[src/efd_pkg.sv]
package efd_pkg;

    // tags and framing
    localparam logic [31:0] ITEM_TAG     = 32'hFFFE_E000;
    localparam logic [31:0] DELIM_TAG    = 32'hFFFE_E0DD;
    localparam logic [31:0] PREAMBLE_LEN = 32'd8;
    localparam int          HDR_BYTES    = 8;

    // result kinds
    localparam logic [1:0] KIND_FRAG = 2'd0;
    localparam logic [1:0] KIND_DONE = 2'd1;
    localparam logic [1:0] KIND_BAD  = 2'd2;
    localparam logic [1:0] KIND_END  = 2'd3;

    // result queue sizing
    localparam int QDEPTH = 8;
    localparam int QPTR_W = $clog2(QDEPTH);
    localparam int QCNT_W = QPTR_W + 1;

    typedef struct packed {
        logic [1:0]  kind;
        logic [31:0] frag_offset;
        logic [31:0] frag_length;
        logic [31:0] bad_tag;
        logic        run_end;
    } result_t;

    // up to two results produced by one byte, first one in r0
    typedef struct packed {
        logic    v0;
        logic    v1;
        result_t r0;
        result_t r1;
    } push_t;

endpackage

[src/efd_parser.sv]
module efd_parser (
    input  logic           clk,
    input  logic           rst_n,
    input  logic           accept,
    input  logic [7:0]     data_byte,
    input  logic           last_byte,
    output logic           busy,
    output efd_pkg::push_t push
);
    import efd_pkg::*;

    typedef enum logic [1:0] {
        PH_PREAMBLE = 2'd0,
        PH_HEADER   = 2'd1,
        PH_PAYLOAD  = 2'd2
    } phase_t;

    localparam int          HDR_W    = (HDR_BYTES - 1) * 8;
    localparam logic [2:0]  HCNT_LAST = 3'(HDR_BYTES - 1);

    logic        s1_valid_reg;
    logic [7:0]  s1_data_reg;
    logic        s1_last_reg;

    phase_t      phase_reg, phase_next;
    logic [31:0] pos_reg, pos_next;
    logic [2:0]  hcnt_reg, hcnt_next;
    logic [HDR_W-1:0] hdr_reg, hdr_next;
    logic [31:0] skip_reg, skip_next;
    logic        stopped_reg, stopped_next;

    logic [63:0] full_hdr;
    logic [31:0] tag;
    logic [31:0] len;
    logic [31:0] skip_dec;
    logic        hdr_v;
    logic        end_v;
    result_t     hdr_res;
    result_t     end_res;

    assign busy = s1_valid_reg;

    // byte processing and state update
    always_comb
    begin
        phase_next   = phase_reg;
        pos_next     = pos_reg;
        hcnt_next    = hcnt_reg;
        hdr_next     = hdr_reg;
        skip_next    = skip_reg;
        stopped_next = stopped_reg;
        full_hdr     = {s1_data_reg, hdr_reg};
        tag          = {full_hdr[15:0], full_hdr[31:16]};
        len          = full_hdr[63:32];
        skip_dec     = (skip_reg != 32'd0) ? skip_reg - 32'd1 : skip_reg;
        hdr_v        = 1'b0;
        end_v        = 1'b0;
        hdr_res      = '0;
        end_res      = '0;
        end_res.kind    = KIND_END;
        end_res.run_end = 1'b1;

        if (s1_valid_reg)
        begin
            if (!stopped_reg)
            begin
                case (phase_reg)
                    PH_PREAMBLE, PH_PAYLOAD:
                    begin
                        skip_next = skip_dec;
                        if (skip_dec == 32'd0)
                        begin
                            phase_next = PH_HEADER;
                        end
                    end
                    default:
                    begin
                        if (hcnt_reg == HCNT_LAST)
                        begin
                            hdr_next  = '0;
                            hcnt_next = 3'd0;
                            hdr_v     = 1'b1;
                            if (tag == ITEM_TAG)
                            begin
                                hdr_res.kind        = KIND_FRAG;
                                hdr_res.frag_offset = pos_reg + 32'd1;
                                hdr_res.frag_length = len;
                                skip_next           = len;
                                phase_next = (len == 32'd0) ? PH_HEADER : PH_PAYLOAD;
                            end
                            else if (tag == DELIM_TAG)
                            begin
                                hdr_res.kind = KIND_DONE;
                                stopped_next = 1'b1;
                            end
                            else
                            begin
                                hdr_res.kind    = KIND_BAD;
                                hdr_res.bad_tag = tag;
                                stopped_next    = 1'b1;
                            end
                        end
                        else
                        begin
                            for (int i = 0; i < HDR_BYTES - 1; i++)
                            begin
                                if (hcnt_reg == 3'(i))
                                begin
                                    hdr_next[i*8 +: 8] = s1_data_reg;
                                end
                            end
                            hcnt_next = hcnt_reg + 3'd1;
                        end
                    end
                endcase
            end

            pos_next = pos_reg + 32'd1;

            // end of buffer: closing result unless stopped, then back to reset values
            if (s1_last_reg)
            begin
                end_v           = !stopped_next;
                hdr_res.run_end = !end_v;
                phase_next      = PH_PREAMBLE;
                pos_next        = 32'd0;
                hcnt_next       = 3'd0;
                hdr_next        = '0;
                skip_next       = PREAMBLE_LEN;
                stopped_next    = 1'b0;
            end
        end
    end

    // pack results so the first one always sits in r0
    always_comb
    begin
        push.v0 = hdr_v || end_v;
        push.v1 = hdr_v && end_v;
        push.r0 = hdr_v ? hdr_res : end_res;
        push.r1 = end_res;
    end

    // input register and parser state
    always_ff @(posedge clk or negedge rst_n)
    begin
        if (!rst_n)
        begin
            s1_valid_reg <= 1'b0;
            phase_reg    <= PH_PREAMBLE;
            pos_reg      <= 32'd0;
            hcnt_reg     <= 3'd0;
            hdr_reg      <= '0;
            skip_reg     <= PREAMBLE_LEN;
            stopped_reg  <= 1'b0;
        end
        else
        begin
            s1_valid_reg <= accept;
            phase_reg    <= phase_next;
            pos_reg      <= pos_next;
            hcnt_reg     <= hcnt_next;
            hdr_reg      <= hdr_next;
            skip_reg     <= skip_next;
            stopped_reg  <= stopped_next;
        end
    end

    // payload of the input register
    always_ff @(posedge clk)
    begin
        if (accept)
        begin
            s1_data_reg <= data_byte;
            s1_last_reg <= last_byte;
        end
    end

endmodule

[src/efd_result_queue.sv]
module efd_result_queue (
    input  logic                      clk,
    input  logic                      rst_n,
    input  efd_pkg::push_t            push,
    input  logic                      pop,
    output logic                      not_empty,
    output logic [efd_pkg::QCNT_W-1:0] count,
    output efd_pkg::result_t          head
);
    import efd_pkg::*;

    result_t           mem [QDEPTH];
    logic [QPTR_W-1:0] wr_reg, wr_next;
    logic [QPTR_W-1:0] rd_reg, rd_next;
    logic [QCNT_W-1:0] cnt_reg, cnt_next;
    logic [QCNT_W-1:0] npush;
    logic              do_pop;

    assign not_empty = (cnt_reg != '0);
    assign count     = cnt_reg;
    assign head      = mem[rd_reg];
    assign do_pop    = pop && not_empty;

    // pointer and occupancy update
    always_comb
    begin
        npush    = QCNT_W'(push.v0) + QCNT_W'(push.v1);
        wr_next  = wr_reg + QPTR_W'(npush);
        rd_next  = do_pop ? rd_reg + QPTR_W'(1) : rd_reg;
        cnt_next = cnt_reg + npush - QCNT_W'(do_pop);
    end

    always_ff @(posedge clk or negedge rst_n)
    begin
        if (!rst_n)
        begin
            wr_reg  <= '0;
            rd_reg  <= '0;
            cnt_reg <= '0;
        end
        else
        begin
            wr_reg  <= wr_next;
            rd_reg  <= rd_next;
            cnt_reg <= cnt_next;
        end
    end

    // storage, up to two writes per cycle at consecutive slots
    always_ff @(posedge clk)
    begin
        if (push.v0)
        begin
            mem[wr_reg] <= push.r0;
        end
        if (push.v1)
        begin
            mem[wr_reg + QPTR_W'(1)] <= push.r1;
        end
    end

endmodule

[src/encapsulated_fragment_deframer_unit.sv]
// path: an accepted byte is registered in the parser, then its results are queued
// throughput: one byte per cycle; results leave one per cycle unless result_stall
// is high, from an eight-entry queue, and a byte stalls unless the queue has room
// for two results of the byte in flight and two more of the byte offered
// reset: rst_n asynchronous active low, clears parser state and empties the queue
module encapsulated_fragment_deframer_unit (
    input  logic        clk,
    input  logic        rst_n,
    input  logic        data_valid,
    output logic        data_stall,
    input  logic [7:0]  data_byte,
    input  logic        last_byte,
    output logic        result_valid,
    input  logic        result_stall,
    output logic [1:0]  kind,
    output logic [31:0] frag_offset,
    output logic [31:0] frag_length,
    output logic [31:0] bad_tag,
    output logic        run_end
);
    import efd_pkg::*;

    logic              accept;
    logic              busy;
    push_t             push;
    logic [QCNT_W-1:0] count;
    logic [QCNT_W:0]   need;
    result_t           head;

    // reserve room for the byte in flight and the one being offered
    assign need       = {1'b0, count} + (busy ? (QCNT_W + 1)'(2) : '0);
    assign data_stall = (need > (QCNT_W + 1)'(QDEPTH - 2));
    assign accept     = data_valid && !data_stall;

    efd_parser u_parser (
        .clk       (clk),
        .rst_n     (rst_n),
        .accept    (accept),
        .data_byte (data_byte),
        .last_byte (last_byte),
        .busy      (busy),
        .push      (push)
    );

    efd_result_queue u_queue (
        .clk       (clk),
        .rst_n     (rst_n),
        .push      (push),
        .pop       (!result_stall),
        .not_empty (result_valid),
        .count     (count),
        .head      (head)
    );

    assign kind        = head.kind;
    assign frag_offset = head.frag_offset;
    assign frag_length = head.frag_length;
    assign bad_tag     = head.bad_tag;
    assign run_end     = head.run_end;

endmodule

[config.mk]
export PLATFORM = sky130hd
export DESIGN_NAME = encapsulated_fragment_deframer_unit
export DESIGN_NICKNAME = d
export VERILOG_FILES = /design/src/efd_pkg.sv /design/src/efd_parser.sv /design/src/efd_result_queue.sv /design/src/encapsulated_fragment_deframer_unit.sv
export SDC_FILE = /design/constraint.sdc
export NUM_CORES = 2
export LEC_CHECK = 0
export BUFFER_PORTS_ARGS = -buffer_cell sky130_fd_sc_hd__buf_4
export CAP_MARGIN = 20
export CORE_MARGIN = 2
export CORE_UTILIZATION = 63
export CTS_CLUSTER_SIZE = 24
export DETAILED_ROUTE_END_ITERATION = 7
export GPL_TIMING_DRIVEN = 1
export PLACE_DENSITY = 0.8
export SYNTH_ARGS = -nofsm -noshare
export SYNTH_HDL_FRONTEND = slang
export SYNTH_SLANG_ARGS = --single-unit
export TNS_END_PERCENT = 10
[constraint.sdc]
create_clock -name clk -period 4.9 [get_ports clk]
set_clock_uncertainty 0.15 [all_clocks]
set_input_delay 0.98 -clock clk [delete_from_list [all_inputs] [get_ports clk]]
set_output_delay 0.98 -clock clk [all_outputs]
set_load 0.1 [all_outputs]
# --- Yosys cells after proc, flatten, opt, wreduce, memory -nomap -nowiden ---
# Memory sizes are Yosys's and may differ from the RTL's.
# Cells that the tools add are included.
word_totals:
  reg_bits: 146
  ramBits: 792
  input_bits: 13
  out_inout_bits: 101
  wordCells: 133
  mem_count: 1
op_classes:
  add_sub_neg: 10
  n_lt_le_gt_ge: 1
  n_eq_ne: 13
  n_mux: 57
  n_reduce_logical: 33
mem_list:
  columns: ["name", "depth", "word_bits", "read_ports", "rd_ports_with_merged_regs", "write_ports", "line", "rtl"]
  rows:
  - ["u_queue.mem", 8, 99, 1, 0, 2, "efd_result_queue.sv:12", "result_t mem [QDEPTH];"]
op_table:
  columns: ["cell", "count"]
  rows:
  - ["2-to-1 mux 98 bit", 3]
  - ["2-to-1 mux 32 bit", 9]
  - ["2-to-1 mux 56 bit", 4]
  - ["2-to-1 mux 99 bit", 2]
  - ["== test 32 bit, second input constant", 2]
  - ["logical NOT 32 bit", 2]
  - ["2-to-1 mux 64 bit", 1]
  - ["2-to-1 mux 8 bit", 7]
  - ["adder 32 x 1 -> 32 bit, second input constant", 1]
  - ["AND reduction 4 bit", 8]
  - ["nonzero test 32 bit", 1]
  - ["subtractor 32 x 1 -> 32 bit, second input constant", 1]
  - ["nonzero test 3 bit", 9]
  - ["2-to-1 mux 2 bit", 10]
  - ["2-to-1 mux 1 bit", 17]
  - ["== test 3 bit, second input constant", 4]
  - ["2-to-1 mux 3 bit", 4]
  - ["adder 3 x 1 -> 3 bit, second input constant", 3]
  - ["== test 3 x 2 -> 1 bit, second input constant", 2]
  - ["adder 4 x 2 -> 5 bit", 1]
  - ["> comparator 5 x 3 -> 1 bit, second input constant", 1]
  - ["AND reduction 5 bit", 1]
  - ["adder 4 bit", 1]
  - ["!= test 2 x 1 -> 1 bit, second input constant", 2]
  - ["14 further kinds", 18]

# --- Longest topological paths before layout ---
depth:
  word_depth: 13
  mapped_depth: 15
  depth_no_buf: 14

# --- By module ---
# A second synthesis with hierarchy kept.
unflattened:
  hier_cells: 3171
  area_unflattened_um2: 48446.5
modules_own_cells:
  columns: ["module", "instances", "cells_each", "area_per_inst_um2"]
  rows:
  - ["efd_result_queue", 1, 2091, 39628.0]
  - ["efd_parser", 1, 1071, 8753.4]
  - ["encapsulated_fragment_deframer_unit", 1, 9, 65.1]

# --- Worst setup path before layout ---
# Ideal clock, no wire load.
synth_timing:
  path_type: "register to register"
  start: "register u_parser.hdr_reg[21]"
  end: "memory u_queue.mem[1][47] (netlist name)"
  setup_ps: 132
  arrival_ps: 3456
  required_ps: 4618
  setup_slack_ps: 1162
  stages_incl_launch_ff: 16
  period_less_slack_ps: 3738
  path_cell_list: "dfrtp_1 clkbuf_1 or4_1 nor3_1 nand3_1 a31oi_1 nand3_1 inv_1 ha_1 inv_1 or3_1 clkbuf_1 nor2_1 clkbuf_1 buf_1 a21oi_1"
synth_lines:
  columns: ["item", "line", "rtl"]
  rows:
  - ["start, declared", "efd_parser.sv:28", "logic [HDR_W-1:0] hdr_reg, hdr_next;"]
  - ["start signal, assigned", "efd_parser.sv:163", "hdr_reg <= hdr_next;"]
  - ["end, declared", "efd_result_queue.sv:12", null]

# --- Worst setup path after layout ---
layout_timing:
  start: "register u_queue.rd_reg[0]"
  end: "output port frag_length[18]"
layout_via:
  elab_chain_len: 1
layout_rtl:
  columns: ["item", "line", "rtl"]
  rows:
  - ["start, declared", "efd_result_queue.sv:14", "logic [QPTR_W-1:0] rd_reg, rd_next;"]
  - ["start signal, assigned", "efd_result_queue.sv:44", "rd_reg <= rd_next;"]
  - ["memory (8 x 99 bit)", null, null]
  - ["end, declared", "encapsulated_fragment_deframer_unit.sv:17", "output logic [31:0] frag_length,"]
# No other way between the ends.

==> flow_summary.ini <==
[clock_network]
postCtsResizedCells = 0
h-tree-depth = 3
clk_pin_slew_ps = 60
clkLatencyLatePin_ps = 650
holdBufCountCts = 0
cts-buffers-inserted = 94
clk_path_buf_depth = 3
cts-root-buf = clkbuf_16
clock-sinks = 937
cts_tree = done
postCtsSetupBuffers = 0

[worst_setup_path]
regToRegStartpoint = u_parser.hdr_reg[30]
reg2reg_depth = 11
worst-path-max-fanout = 35
crit_type = register to primary output
rr_endpoint = u_queue.mem[0][32]
crit_path_end_kind = primary output
arrival_ps = 3120
cp_data_required_time_ps = 3770
ff2ff_setup_slack_ps = 710
start_kind = register

[sta]
final_max_slew_viol_count = 0
slew_headroom_pct = 25.9
hold_viol_final = 0
min_period_ps = 4250
period_share_pct = 86.8
worst_slew_pin_slew_ps = 1110
rsz0062_at_grt = false
setup_viol = 0
max_freq_ghz = 0.235
fin_tns_setup_ps = 0

[route]
via_per_inst = 6.57
ant_nets = 0
first_pass_iters = 7
wl_per_cell_um = 23.0
wl_um = 131000
via_count = 37600
drtIter0Drc = 4543
drc = 0

[synthesis]
synth_seq_cells = 937
syn-num-nets = 4980
ys.warnings.count = 0
synth-seq-area-share_pct = 46.2
synth_cells = 4942
ys_types = 75
syn_area_mm2 = 0.0422
ys_async_sr_fraction_pct = 14.5
synthFlopType = dfxtp_1
syn_area_per_cell_um2 = 8.55
synth_edf_count = 9

[min_path]
hold_path.class = input pin to async pin

[power]
power_leakage_uw = 0.0170
peakVddDrop_mv = 0.365
p_per_area_mw_per_mm2 = 474

[floorplanning]
rows = 94
initial_utilization_pct = 63.9
die_y_um = 263
dieArea_mm2 = 0.0691
die_x_um = 263
ioPinCount = 114
fp.coreArea_mm2 = 0.0661

[finish]
final_common_cell = nand2_1
largest_reg_flops = 792
multi_input_area_mm2 = 0.0209
finalNonFillerCells = 5721
num-nets-final = 4822
final_cell_mix = nand2_1, a21oi_1, dfxtp_1, nand3_1, mux4_2
fill_cells = 4989
regArea_mm2 = 0.0195
syn_to_final_growth_pct = 10.9
drive_gt1_share_pct = 14.5

[placement]
io_buffer_count = 113
gp_congestion = 1.01
dp_hpwl_um = 72700
placed_cells = 5551

[global_route]
grt.total_usage_pct = 37.4
grt_pass1_wl_um = 205000
grt_pass1_vias = 36700
antenna_found_initial = 1
grt-ovfl-total = 0
grt_max_degree = 116

[job]
cap_violations = 0

[run_status]
outcome = complete, no violations
-- layer usage --
layer / share of wire (%) / global-route usage (%) / vias to the layer above / wire (µm)
met3: 10 / 6.90 / 506 / 13200
li1: - / - / 16600 / -
met5: 0 / 0 / - / 0
met4: 5.2 / 19.7 / 0 / 6900
met2: 47 / 61.4 / 2256 / 62100
met1: 37 / 47.2 / 18200 / 49200
-- stage by stage --
stage          setup slack [ps]  utilization (%)  total power [µW]  area [µm²]  hold slack [ps]
2_1_floorplan              1160                -             13100       42200              277
3_3_place_gp                987             66.2             15000       43800              288
3_5_place_dp                926             66.2             15000       43800              293
4_1_cts                     633             70.8             22000       46800              259
5_1_grt                     481             70.8             22900       46800              308
6_report                    645             70.8             22200       46800              235
-- area by class of cell --
cell class	instances	area share, %
antenna	1	0.00534
clock buffer	150	6.19
clock inverter	18	0.310
inverter	61	0.489
multi-input combinational	3485	44.6
sequential	937	41.7
tap	864	2.31
timing repair buffer	205	4.36
-- worst max-delay path: stages, from the launching register on --
cell     delay, ps
dfrtp_4        910
buf_12         360
mux4_2         560
mux2_2         320
buf_4          240
-- logic make-up (layout without fill, tap and decap cells) --
logic type	count (synthesis)	after routing	synth area share, %
simple gates	2043	2043	20.4
xor+xnor	32	32	0.664
mux	302	302	13.3
buf+inv	520	434	4.77
other cells	0	1	0
fa+ha+maj	25	25	0.776
flops	937	937	46.2
compound gates	1083	1083	13.9
-- report_power, final --
part,total (µW),switching (µW),internal [µW]
sequential,9160,1030,8120
combinational,5910,3760,2150
clock,7120,3020,4100
total,22200,7810,14400
-- Yosys cell counts (all sizes together), types with 7 or more instances --
master	count	share of area, %
clkbuf	367	3.3
or3	14	0.22
buf	92	0.97
and2	42	0.62
o221ai	10	0.21
o211ai	17	0.30
nor3	43	0.52
a21oi	809	9.6
dfrtp	135	8.0
o22ai	30	0.44
o21a	25	0.44
and3	7	0.10
xnor2	27	0.56
edfxtp	9	0.64
nand4	22	0.33
or4	7	0.13
nand3	242	2.9
nor4	28	0.55
o41ai	8	0.17
o21ai	118	1.4
mux4	198	11
o31ai	12	0.23
a31oi	8	0.12
dfxtp	792	38
a22o	11	0.23
ha	23	0.68
nor3b	14	0.26
nor2	92	0.86
mux2	100	2.7
inv	61	0.54
nand2	1499	13
-- worst max path at each step --
stage | start | endpoint | cells after the start
final | u_queue.rd_reg[0] | frag_length[18] | 4
after global routing | u_parser.hdr_reg[30] | u_queue.mem[1][31] | 12
after CTS | u_queue.rd_reg[0] | frag_length[20] | 4
after detailed placement | u_parser.hdr_reg[30] | u_queue.mem[6][41] | 13
after global placement | u_parser.hdr_reg[0] | u_queue.mem[6][45] | 13
after floorplan | u_parser.hdr_reg[21] | u_queue.mem[1][47] | 15
Power figures use the tool's default switching activity.
